<file path="src/rtl/core/prt_pkg.sv">
// Package with the sequencer states, status codes and field widths of the reassembly tracker.
`default_nettype none
package prt_pkg;

	typedef enum logic [3:0] {
		ST_INIT,
		ST_IDLE,
		ST_HCHK,
		ST_HRD,
		ST_HOFF,
		ST_HFIN,
		ST_VCHK,
		ST_VRD,
		ST_CLR
	} state_t;

	typedef enum logic [3:0] {
		STS_ACCEPTED     = 4'd0,
		STS_TOO_MANY     = 4'd1,
		STS_TOTAL_DIFF   = 4'd2,
		STS_WRONG_BLOCK  = 4'd3,
		STS_BLOCK_DONE   = 4'd4,
		STS_DUPLICATE    = 4'd5,
		STS_LAST_FIRST   = 4'd6,
		STS_PTOT_DIFF    = 4'd7,
		STS_CRC_DIFF     = 4'd8,
		STS_OVERSIZE     = 4'd9,
		STS_OVERFLOW     = 4'd10,
		STS_INDEX_RANGE  = 4'd11,
		STS_VERDICT_PASS = 4'd12,
		STS_VERDICT_FAIL = 4'd13,
		STS_NO_PENDING   = 4'd14,
		STS_AWAITING     = 4'd15
	} status_t;

	localparam int unsigned IN_DATA_W  = 120;
	localparam int unsigned OUT_DATA_W = 96;
	localparam int unsigned SIZE_W     = 16;
	localparam int unsigned LEN_W      = 24;
	localparam int unsigned CRC_W      = 32;
	localparam int unsigned PROD_W     = 32;
	localparam int unsigned INDEX_W    = 10;

endpackage
`default_nettype wire

</file>
<file path="src/rtl/core/block_packet_reassembly_tracker_unit.sv">
// Top level of the packet reassembly tracker: sequencer, state registers and bitmaps.
//
//  Channel | Dir | Beat contents
//  s_*     | in  | tuser: req_type; tdata: header fields and crc_match
//  m_*     | out | tdata: status and block state after the item
//
// A header steps through ST_HCHK, ST_HRD, ST_HOFF and ST_HFIN (a rejected one stops
// early), a verdict through ST_VCHK and, on a pass, ST_VRD; the shared multiplier and
// the registered bitmap reads set these steps. A verdict with a block pending then
// clears the packet bitmap before the next beat. After reset both bitmaps are cleared.
// A result waiting in the output register does not block acceptance of the next beat.
`default_nettype none
module block_packet_reassembly_tracker_unit #(
	parameter int unsigned MAX_BLOCKS  = 1024,
	parameter int unsigned MAX_PACKETS = 256
) (
	input  wire logic                              clk,
	input  wire logic                              arst_n,
	input  wire logic                              s_tvalid,
	output logic                                   s_tready,
	// block_total, block_number, packet_number, packet_total, payload_size,
	// block_crc, crc_match, zero fill
	input  wire logic [prt_pkg::IN_DATA_W-1:0]     s_tdata,
	// req_type
	input  wire logic                              s_tuser,
	output logic                                   m_tvalid,
	input  wire logic                              m_tready,
	// status, write_offset, block_complete, block_index, block_length,
	// expected_crc, file_done
	output logic [prt_pkg::OUT_DATA_W-1:0]         m_tdata
);

	localparam int unsigned BW   = (MAX_BLOCKS > 1) ? $clog2(MAX_BLOCKS) : 1;
	localparam int unsigned TW   = $clog2(MAX_BLOCKS + 1);
	localparam int unsigned PW   = $clog2(MAX_PACKETS);
	localparam int unsigned PTW  = $clog2(MAX_PACKETS + 1);
	localparam int unsigned MAXD = (MAX_BLOCKS > MAX_PACKETS) ? MAX_BLOCKS : MAX_PACKETS;
	localparam int unsigned CW   = $clog2(MAXD + 1);

	prt_pkg::state_t state_q, state_d;

	logic                        req_q;
	logic [15:0]                 btot_q, bnum_q, pnum_q, ptot_q, psize_q;
	logic [prt_pkg::CRC_W-1:0]   crc_in_q;
	logic                        match_q;

	logic                        table_ready_q, table_ready_d;
	logic [TW-1:0]               total_q, total_d;
	logic [TW-1:0]               fin_q, fin_d;
	logic                        asm_q, asm_d;
	logic                        await_q, await_d;
	logic [BW-1:0]               cur_block_q, cur_block_d;
	logic [prt_pkg::CRC_W-1:0]   crc_q, crc_d;
	logic [PTW-1:0]              cur_ptot_q, cur_ptot_d;
	logic [prt_pkg::LEN_W-1:0]   len_q, len_d;
	logic [15:0]                 first_q, first_d;
	logic [PTW-1:0]              seen_q, seen_d;
	logic                        all_done_q, all_done_d;
	logic [CW-1:0]               cnt_q, cnt_d;

	logic                        out_valid_q;
	logic [prt_pkg::OUT_DATA_W-1:0] out_data_q;
	logic                        out_load;
	prt_pkg::status_t            out_status;
	logic [prt_pkg::LEN_W-1:0]   out_offset;
	logic                        out_complete;

	logic                        out_free;
	logic                        accept;

	logic                        done_we, done_wd, done_re, done_rd;
	logic [BW-1:0]               done_waddr, done_raddr;
	logic                        pkt_we, pkt_re, pkt_rd;
	logic [PW-1:0]               pkt_waddr;

	logic [15:0]                 mul_a, mul_b;
	logic [prt_pkg::PROD_W-1:0]  prod_q;

	prt_pkg::status_t            chk_code, rd_code;
	logic                        btot_bad, is_last, trim_bad, over;
	logic [16:0]                 eff_total;
	logic [prt_pkg::LEN_W-1:0]   len_eff;
	logic [PTW-1:0]              seen_inc;
	logic [TW-1:0]               fin_inc;
	logic [31:0]                 blk_ext;

	assign out_free = !out_valid_q || m_tready;
	assign s_tready = (state_q == prt_pkg::ST_IDLE);
	assign accept   = s_tvalid && s_tready;
	assign m_tvalid = out_valid_q;
	assign m_tdata  = out_data_q;

	prt_bitmap #(.DEPTH(MAX_BLOCKS), .AW(BW)) u_done_map (
		.clk   (clk),
		.we    (done_we),
		.waddr (done_waddr),
		.wdata (done_wd),
		.re    (done_re),
		.raddr (done_raddr),
		.rdata (done_rd)
	);

	prt_bitmap #(.DEPTH(MAX_PACKETS), .AW(PW)) u_pkt_map (
		.clk   (clk),
		.we    (pkt_we),
		.waddr (pkt_waddr),
		.wdata (state_q == prt_pkg::ST_HFIN),
		.re    (pkt_re),
		.raddr (pnum_q[PW-1:0]),
		.rdata (pkt_rd)
	);

	assign mul_a = (state_q == prt_pkg::ST_HOFF) ? first_q : ptot_q;
	assign mul_b = (state_q == prt_pkg::ST_HOFF) ? pnum_q : psize_q;

	prt_mul u_mul (
		.clk (clk),
		.a   (mul_a),
		.b   (mul_b),
		.p   (prod_q)
	);

	always_comb begin
		btot_bad  = (btot_q == 16'd0) || ({1'b0, btot_q} > 17'(MAX_BLOCKS));
		eff_total = table_ready_q ? 17'(total_q) : {1'b0, btot_q};
		is_last   = (pnum_q == (ptot_q - 16'd1));
		priority if (!table_ready_q && btot_bad) begin
			chk_code = prt_pkg::STS_TOO_MANY;
		end else if (table_ready_q && ({1'b0, btot_q} != 17'(total_q))) begin
			chk_code = prt_pkg::STS_TOTAL_DIFF;
		end else if (await_q) begin
			chk_code = prt_pkg::STS_AWAITING;
		end else if (asm_q && ({1'b0, bnum_q} != 17'(cur_block_q))) begin
			chk_code = prt_pkg::STS_WRONG_BLOCK;
		end else if (({1'b0, bnum_q} >= eff_total) || (pnum_q >= ptot_q)
				|| ({1'b0, pnum_q} >= 17'(MAX_PACKETS))) begin
			chk_code = prt_pkg::STS_INDEX_RANGE;
		end else begin
			chk_code = prt_pkg::STS_ACCEPTED;
		end
		priority if (done_rd) begin
			rd_code = prt_pkg::STS_BLOCK_DONE;
		end else if (pkt_rd) begin
			rd_code = prt_pkg::STS_DUPLICATE;
		end else if (!asm_q && is_last) begin
			rd_code = prt_pkg::STS_LAST_FIRST;
		end else if (!asm_q && ({1'b0, ptot_q} > 17'(MAX_PACKETS))) begin
			rd_code = prt_pkg::STS_INDEX_RANGE;
		end else if (asm_q && ({1'b0, ptot_q} != 17'(cur_ptot_q))) begin
			rd_code = prt_pkg::STS_PTOT_DIFF;
		end else if (asm_q && (crc_in_q != crc_q)) begin
			rd_code = prt_pkg::STS_CRC_DIFF;
		end else begin
			rd_code = prt_pkg::STS_ACCEPTED;
		end
		trim_bad = is_last && (psize_q > first_q);
		len_eff  = is_last ? (len_q - 24'(first_q - psize_q)) : len_q;
		over     = (33'(prod_q) + 33'(psize_q)) > 33'(len_eff);
		seen_inc = seen_q + PTW'(1);
		fin_inc  = fin_q + TW'(1);
		blk_ext  = 32'(cur_block_q);
	end

	always_comb begin
		state_d = state_q;
		unique case (state_q)
			prt_pkg::ST_INIT: begin
				if (cnt_q == CW'(MAXD - 1)) begin
					state_d = prt_pkg::ST_IDLE;
				end
			end
			prt_pkg::ST_IDLE: begin
				if (accept) begin
					state_d = s_tuser ? prt_pkg::ST_VCHK : prt_pkg::ST_HCHK;
				end
			end
			prt_pkg::ST_HCHK: begin
				if (out_free) begin
					state_d = (chk_code == prt_pkg::STS_ACCEPTED) ? prt_pkg::ST_HRD
						: prt_pkg::ST_IDLE;
				end
			end
			prt_pkg::ST_HRD: begin
				state_d = (rd_code == prt_pkg::STS_ACCEPTED) ? prt_pkg::ST_HOFF
					: prt_pkg::ST_IDLE;
			end
			prt_pkg::ST_HOFF: begin
				state_d = prt_pkg::ST_HFIN;
			end
			prt_pkg::ST_HFIN: begin
				state_d = prt_pkg::ST_IDLE;
			end
			prt_pkg::ST_VCHK: begin
				if (out_free) begin
					priority if (!await_q) begin
						state_d = prt_pkg::ST_IDLE;
					end else if (match_q) begin
						state_d = prt_pkg::ST_VRD;
					end else begin
						state_d = prt_pkg::ST_CLR;
					end
				end
			end
			prt_pkg::ST_VRD: begin
				state_d = prt_pkg::ST_CLR;
			end
			prt_pkg::ST_CLR: begin
				if (cnt_q == CW'(MAX_PACKETS - 1)) begin
					state_d = prt_pkg::ST_IDLE;
				end
			end
			default: begin
				state_d = prt_pkg::ST_INIT;
			end
		endcase
	end

	always_comb begin
		table_ready_d = table_ready_q;
		total_d       = total_q;
		fin_d         = fin_q;
		asm_d         = asm_q;
		await_d       = await_q;
		cur_block_d   = cur_block_q;
		crc_d         = crc_q;
		cur_ptot_d    = cur_ptot_q;
		len_d         = len_q;
		first_d       = first_q;
		seen_d        = seen_q;
		all_done_d    = all_done_q;
		cnt_d         = '0;
		out_load      = 1'b0;
		out_status    = prt_pkg::STS_ACCEPTED;
		out_offset    = '0;
		out_complete  = 1'b0;
		done_we       = 1'b0;
		done_wd       = 1'b0;
		done_waddr    = cur_block_q;
		done_re       = 1'b0;
		done_raddr    = bnum_q[BW-1:0];
		pkt_we        = 1'b0;
		pkt_waddr     = pnum_q[PW-1:0];
		pkt_re        = 1'b0;
		unique case (state_q)
			prt_pkg::ST_INIT: begin
				cnt_d      = cnt_q + CW'(1);
				done_we    = (32'(cnt_q) < MAX_BLOCKS);
				done_waddr = cnt_q[BW-1:0];
				pkt_we     = (32'(cnt_q) < MAX_PACKETS);
				pkt_waddr  = cnt_q[PW-1:0];
			end
			prt_pkg::ST_HCHK: begin
				if (out_free) begin
					if (!table_ready_q && !btot_bad) begin
						table_ready_d = 1'b1;
						total_d       = TW'(btot_q);
					end
					if (chk_code == prt_pkg::STS_ACCEPTED) begin
						done_re = 1'b1;
						pkt_re  = 1'b1;
					end else begin
						out_load   = 1'b1;
						out_status = chk_code;
					end
				end
			end
			prt_pkg::ST_HRD: begin
				if (rd_code != prt_pkg::STS_ACCEPTED) begin
					out_load   = 1'b1;
					out_status = rd_code;
				end else if (!asm_q) begin
					asm_d       = 1'b1;
					cur_block_d = bnum_q[BW-1:0];
					crc_d       = crc_in_q;
					cur_ptot_d  = PTW'(ptot_q);
					len_d       = (|prod_q[prt_pkg::PROD_W-1:prt_pkg::LEN_W]) ? '1
						: prod_q[prt_pkg::LEN_W-1:0];
					first_d     = psize_q;
					seen_d      = '0;
				end
			end
			prt_pkg::ST_HFIN: begin
				out_load = 1'b1;
				if (trim_bad) begin
					out_status = prt_pkg::STS_OVERSIZE;
				end else begin
					len_d = len_eff;
					if (over) begin
						out_status = prt_pkg::STS_OVERFLOW;
					end else begin
						out_offset = prod_q[prt_pkg::LEN_W-1:0];
						pkt_we     = 1'b1;
						seen_d     = seen_inc;
						if (seen_inc >= cur_ptot_q) begin
							await_d      = 1'b1;
							out_complete = 1'b1;
						end
					end
				end
			end
			prt_pkg::ST_VCHK: begin
				if (out_free) begin
					priority if (!await_q) begin
						out_load   = 1'b1;
						out_status = prt_pkg::STS_NO_PENDING;
					end else if (match_q) begin
						done_re    = 1'b1;
						done_raddr = cur_block_q;
					end else begin
						out_load   = 1'b1;
						out_status = prt_pkg::STS_VERDICT_FAIL;
						asm_d      = 1'b0;
						await_d    = 1'b0;
						seen_d     = '0;
					end
				end
			end
			prt_pkg::ST_VRD: begin
				out_load   = 1'b1;
				out_status = prt_pkg::STS_VERDICT_PASS;
				asm_d      = 1'b0;
				await_d    = 1'b0;
				seen_d     = '0;
				if (!done_rd) begin
					done_we = 1'b1;
					done_wd = 1'b1;
					fin_d   = fin_inc;
				end
				if ((done_rd ? fin_q : fin_inc) >= total_q) begin
					all_done_d = 1'b1;
				end
			end
			prt_pkg::ST_CLR: begin
				cnt_d     = cnt_q + CW'(1);
				pkt_we    = 1'b1;
				pkt_waddr = cnt_q[PW-1:0];
			end
			default: begin
			end
		endcase
	end

	always_ff @(posedge clk or negedge arst_n) begin
		if (!arst_n) begin
			state_q       <= prt_pkg::ST_INIT;
			table_ready_q <= 1'b0;
			total_q       <= '0;
			fin_q         <= '0;
			asm_q         <= 1'b0;
			await_q       <= 1'b0;
			cur_block_q   <= '0;
			crc_q         <= '0;
			cur_ptot_q    <= '0;
			len_q         <= '0;
			first_q       <= '0;
			seen_q        <= '0;
			all_done_q    <= 1'b0;
			cnt_q         <= '0;
			out_valid_q   <= 1'b0;
		end else begin
			state_q       <= state_d;
			table_ready_q <= table_ready_d;
			total_q       <= total_d;
			fin_q         <= fin_d;
			asm_q         <= asm_d;
			await_q       <= await_d;
			cur_block_q   <= cur_block_d;
			crc_q         <= crc_d;
			cur_ptot_q    <= cur_ptot_d;
			len_q         <= len_d;
			first_q       <= first_d;
			seen_q        <= seen_d;
			all_done_q    <= all_done_d;
			cnt_q         <= cnt_d;
			if (out_load) begin
				out_valid_q <= 1'b1;
			end else if (m_tready) begin
				out_valid_q <= 1'b0;
			end
		end
	end

	always_ff @(posedge clk) begin
		if (accept) begin
			req_q    <= s_tuser;
			btot_q   <= s_tdata[15:0];
			bnum_q   <= s_tdata[31:16];
			pnum_q   <= s_tdata[47:32];
			ptot_q   <= s_tdata[63:48];
			psize_q  <= s_tdata[79:64];
			crc_in_q <= s_tdata[111:80];
			match_q  <= s_tdata[112];
		end
		if (out_load) begin
			out_data_q <= {all_done_d, crc_d, len_d, blk_ext[prt_pkg::INDEX_W-1:0],
				out_complete, out_offset, out_status};
		end
	end

	always_ff @(posedge clk) begin
		if (out_load && (state_q == prt_pkg::ST_VRD)) begin
			assert (req_q) else $error("verdict finished for a header beat");
		end
	end

	assert property (@(posedge clk) disable iff (!arst_n) await_q |-> asm_q)
		else $error("verdict pending without a block being assembled");

	assert property (@(posedge clk) disable iff (!arst_n) all_done_q |-> table_ready_q)
		else $error("file done before the block total was latched");

	assert property (@(posedge clk) disable iff (!arst_n) fin_q <= total_q)
		else $error("more blocks finished than the file holds");

	assert property (@(posedge clk) disable iff (!arst_n) seen_q <= cur_ptot_q)
		else $error("more packets seen than the block holds");

	assert property (@(posedge clk) disable iff (!arst_n)
			(out_valid_q && !m_tready) |-> !out_load)
		else $error("result overwritten while still waiting");

endmodule
`default_nettype wire

</file>
<file path="src/rtl/core/prt_bitmap.sv">
// One-bit-wide bitmap memory with one write port and one registered read port.
`default_nettype none
module prt_bitmap #(
	parameter int unsigned DEPTH = 256,
	parameter int unsigned AW    = 8
) (
	input  wire logic          clk,
	input  wire logic          we,
	input  wire logic [AW-1:0] waddr,
	input  wire logic          wdata,
	input  wire logic          re,
	input  wire logic [AW-1:0] raddr,
	output logic               rdata
);

	logic mem [DEPTH];

	always_ff @(posedge clk) begin
		if (we) begin
			mem[waddr] <= wdata;
		end
	end

	always_ff @(posedge clk) begin
		if (re) begin
			rdata <= mem[raddr];
		end
	end

endmodule
`default_nettype wire

</file>
<file path="src/rtl/core/prt_mul.sv">
// Shared 16 by 16 multiplier with a registered product.
`default_nettype none
module prt_mul (
	input  wire logic                         clk,
	input  wire logic [prt_pkg::SIZE_W-1:0]   a,
	input  wire logic [prt_pkg::SIZE_W-1:0]   b,
	output logic      [prt_pkg::PROD_W-1:0]   p
);

	always_ff @(posedge clk) begin
		p <= a * b;
	end

endmodule
`default_nettype wire

</file>
<file path="config.mk">
export PLATFORM = sky130hd
export DESIGN_NAME = block_packet_reassembly_tracker_unit
export DESIGN_NICKNAME = d
export VERILOG_FILES = /design/src/rtl/core/prt_pkg.sv /design/src/rtl/core/block_packet_reassembly_tracker_unit.sv /design/src/rtl/core/prt_bitmap.sv /design/src/rtl/core/prt_mul.sv
export SDC_FILE = /design/constraint.sdc
export NUM_CORES = 2
export LEC_CHECK = 0
export BUFFER_PORTS_ARGS = -buffer_cell sky130_fd_sc_hd__buf_4
export CAP_MARGIN = 40
export CORE_MARGIN = 5
export CORE_UTILIZATION = 55
export DETAILED_ROUTE_END_ITERATION = 10
export GPL_ROUTABILITY_DRIVEN = 0
export PLACE_DENSITY_LB_ADDON = 0.08
export SYNTH_ARGS = -nofsm -noshare
export SYNTH_HDL_FRONTEND = slang
export SYNTH_SLANG_ARGS = --single-unit
</file>
<file path="constraint.sdc">
create_clock -name clk -period 31.3 [get_ports clk]
set_input_delay 1.565 -clock clk [delete_from_list [all_inputs] [get_ports clk]]
set_output_delay 1.565 -clock clk [all_outputs]
set_load 0.02 [all_outputs]
</file>
==> flow_results.org <==
** Die
- Starting utilization of the core area :: 55.2%
- Vertical die dimension :: 403 um
- The die is 403 um wide.
- For this design the top-level I/O count stands at ~220.
- Area of the die :: 0.162 sq mm
- After floorplanning, the core was divided into 144 placement rows.
- Core Box Area :: 0.154 sq mm

** Timing
- Based on the critical path, the design can be clocked at up to between 100 and 150 MHz.
- Clock skew :: between 60 and 70 ps
- For the pin with the worst max-slew slack, the measured transition is 1140 ps.
- Fin Setup TNS :: 0 ps
- Final-report setup violation count :: 0
- Worst hold slack after final layout :: 488 ps
- The clock period could shrink to a little over 9000 ps.
- Setup repair after global routing left no endpoint under its margin.
- Hold Violations, Final :: 0
- Dividing the final minimum period by the clock period gives 29.3%.
- The final count of pins violating max slew was 0.
- Headroom to the max-slew limit came out at 23.7%.

** Global routing
- Entering global routing, the biggest net connects 249 pins.
- Global-route wire length before repair :: 369 mm
- Global route overflow :: 0
- GRT Resource Usage Total :: between 30% and 40%
- The via count of the first global-routing pass came to 58200.
- Initial antenna violation count :: 8

** Clock network
- Quantity of gates resized following cts :: 0
- Clk Latency, worst-skew pair :: ~840 ps
- Buffers inserted to repair hold after CTS numbered 0.
- Clock Tree Root :: sky130_fd_sc_hd__clkbuf_16
- The longest clock path from root to sink contains 3 buffers.
- Clock transition at the register clock pins on the worst setup and hold paths after CTS :: 60 ps
- Counting every sink on the clock net gives approximately 1700.
- TritonCTS built the clock tree.
- Buffers added to address setup during post-CTS repair amount to 0.
- The clock tree synthesis step divided the H-tree into 4 levels.
- Buffers inserted during clock tree synthesis total about 170.

** Logic synthesis
- Synthesized netlist cell count :: approximately 7600
- After synthesis, the mean cell area works out to ~11 sq um.
- Yosys top cell by area :: sky130_fd_sc_hd__edfxtp_1
- For this run, asynchronously set or reset flops after synthesis account for 8.53%.
- The synthesized netlist occupies a cell area of 0.0849 sq mm.
- The synthesized design devotes to its leading area cell type 52.7% of total area.
- Sequential elements use between 50% and 60% of the synthesized area.
- Count of cell types in the netlist :: ~90
- Synthesis inferred 1665 register bits.
- Number of enable-type register cells in the synthesized netlist :: 1491
- Yosys warning total :: 0
- The number of nets in the synthesized netlist is ~8200.
- For this run, the leading register cell type out of synthesis is sky130_fd_sc_hd__edfxtp_1.
- By area the synthesized netlist is led by sky130_fd_sc_hd__edfxtp_1, sky130_fd_sc_hd__nor2_1, sky130_fd_sc_hd__nand2_1.

** Route
- # DRC :: 0
- The first routing iteration left 7389 violations.
- Initial DRT Pass Iterations :: 7
- After detailed routing, the average wire length per cell comes to 25.2 um.
- Count of nets left with antenna violations after detail routing :: 0
- Routed wire length :: 249 mm
- After detailed routing, the number of vias per cell comes to 6.13.
- DR vias :: 60500

** Place
- Buffers placed on the I/O ports in this run total 215.
- Detailed-placement wirelength estimate :: 153 mm

** Critical path
- Worst setup EP type :: flop
- Critical Path Slowest Stage Cell :: sky130_fd_sc_hd__o41ai_1
- Measured in cells, the most critical reg-to-reg path has a length of 26.
- CP most frequent cell :: sky130_fd_sc_hd__fa_1
- For the worst setup path, the data arrival time is about 9900 ps.
- Worst-case register-to-register setup slack :: 22130 ps
- CP required :: around 32000 ps
- Along the worst path, the maximum fanout reaches 83.
- FF-to-FF Start :: state_q[3]$_DFFE_PN0P_
- Reg2reg end :: u_mul.p[31]$_DFF_P_
- Longest individual stage delay on the worst path :: 710 ps
- By startpoint and endpoint, the worst setup path is classified as flop to flop.
- Launching element type of the critical path :: flop

** Status
- Status :: completed

** Min path
- The min-delay analysis places its worst path in the category flop to flop.
- The worst hold path begins at all_done_q$_DFF_PN0_.
- Hold path endpoint :: all_done_q$_DFF_PN0_
- WHS Path Cells :: 1

** Run
- Across the run, the number of max-cap violations was 0.

** Cells and area
- Share of final-layout standard cells stronger than drive strength 1 :: 11.7%
- Compared with the post-synthesis result, the final layout area differs by 11.9%.
- At the end of the flow, the number of nets in the layout was between 8000 and 9000.
metal layers:
layer | up-vias | GRT usage, % | wire length [um]
met5 | - | 0 | 33
met4 | 4 | 10.7 | 9540
met3 | 479 | 5.88 | 25600
met2 | 2945 | 47.4 | 114000
met1 | 30200 | 42.4 | 99600
li1 | 26900 | - | -
worst max path at each step:
| stage | start | endpoint | slack [ps] |
|---|---|---|---|
| floorplan | state_q[3]$_DFFE_PN0P_ | u_done_map.mem[0]$_DFFE_PP_ | 1690 |
| global placement | psize_q[0]$_DFFE_PP_ | u_pkt_map.mem[174]$_DFFE_PP_ | 21730 |
| detailed placement | state_q[3]$_DFFE_PN0P_ | u_mul.p[31]$_DFF_P_ | 22260 |
| CTS | state_q[3]$_DFFE_PN0P_ | u_mul.p[31]$_DFF_P_ | 22200 |
| global route | state_q[3]$_DFFE_PN0P_ | u_mul.p[31]$_DFF_P_ | 21680 |
| finish | state_q[3]$_DFFE_PN0P_ | u_mul.p[31]$_DFF_P_ | 22130 |
synth_stat cells, drive strengths merged (67+ instances only):
cell / number
nand2: 1095
clkbuf: 371
inv: 324
o21ai: 159
a21oi: 142
edfxtp: 1491
and3: 67
nand3: 300
nor2: 1503
nand4: 100
fa: 197
mux4: 85
a31oi: 144
mux2i: 159
ha: 240
dfrtp: 142
buf: 152
xnor2: 131
mux2: 71
state kept, by name, summed over array words and instances, names as in the netlist, 9 cells and up:
name	cells
psize_q	16
fin_q	11
cnt_q	11
cur_block_q	10
len_q	24
u_done_map.mem	1024
m_tdata	96
crc_in_q	32
seen_q	9
u_pkt_map.mem	256
first_q	16
btot_q	16
crc_q	32
total_q	11
cur_ptot_q	9
u_mul.p	32
pnum_q	16
bnum_q	16
ptot_q	16
cells in the final DEF (no fill, tap or decap), types with 61 or more instances in the layout:
cell type / Yosys / final
sky130_fd_sc_hd__nand4_1: 100 / 100
sky130_fd_sc_hd__a31oi_1: 144 / 144
sky130_fd_sc_hd__xor2_1: 63 / 63
sky130_fd_sc_hd__o21ai_0: 142 / 142
sky130_fd_sc_hd__edfxtp_1: 1491 / 1491
sky130_fd_sc_hd__a21oi_1: 142 / 141
sky130_fd_sc_hd__mux2_2: 71 / 70
sky130_fd_sc_hd__inv_1: 324 / 323
sky130_fd_sc_hd__buf_4: 3 / 345
sky130_fd_sc_hd__nand3_1: 289 / 288
sky130_fd_sc_hd__fa_1: 197 / 197
sky130_fd_sc_hd__nand2_1: 1094 / 1060
sky130_fd_sc_hd__xnor2_1: 131 / 131
sky130_fd_sc_hd__mux4_2: 85 / 85
sky130_fd_sc_hd__nor2_1: 1503 / 1498
sky130_fd_sc_hd__clkbuf_16: 0 / 176
sky130_fd_sc_hd__dfrtp_1: 142 / 142
sky130_fd_sc_hd__mux2i_1: 159 / 153
sky130_fd_sc_hd__ha_1: 240 / 240
sky130_fd_sc_hd__a21o_1: 61 / 61
sky130_fd_sc_hd__and3_1: 67 / 67
through the flow:
step           instances  worst slack [ps]  util [%]  area, sq um
2_1_floorplan       7626              1690         -        84900
3_3_place_gp        9495             21730      57.5        88400
3_5_place_dp        9556             22260      58.1        89500
4_1_cts             9879             22200      61.7        95000
5_1_grt             9880             21680      61.8        95000
6_report            9883             22130      61.8        95000
critical path: cells and delay by family, from the launching register on:
kind / cells / cell delay, ps
and+or+nand+nor: 8 / 1720
xor gates and xnor gates: 1 / 130
adders and majority gates: 7 / 3390
buffers and inverters: 3 / 750
DFF: 1 / 640
AOI/OAI and AO/OA: 7 / 2400
kinds of logic after synthesis:
kind of cell | count (synthesis) | synth area share, %
buffers and inverters | 847 | 3.84
adders and majority gates | 437 | 8.18
muxes | 315 | 5.07
AOI/OAI and AO/OA | 819 | 6.43
and+or+nand+nor | 3349 | 16.8
xor gates and xnor gates | 194 | 2.00
DFF | 1665 | 57.7
layout make-up:
cell class	instances	area (sq um)
well taps	2044	2560
inverters	324	1220
repair buffers	410	3770
multi-input cells	5114	33000
fillers	12500	58800
diodes	3	7.51
clock buffers	216	4600
clock inverters	107	916
flip-flops and latches	1665	49000
Power is not shown: default switching activity piles up to over one toggle a cycle in this logic, so the estimate is an artifact.
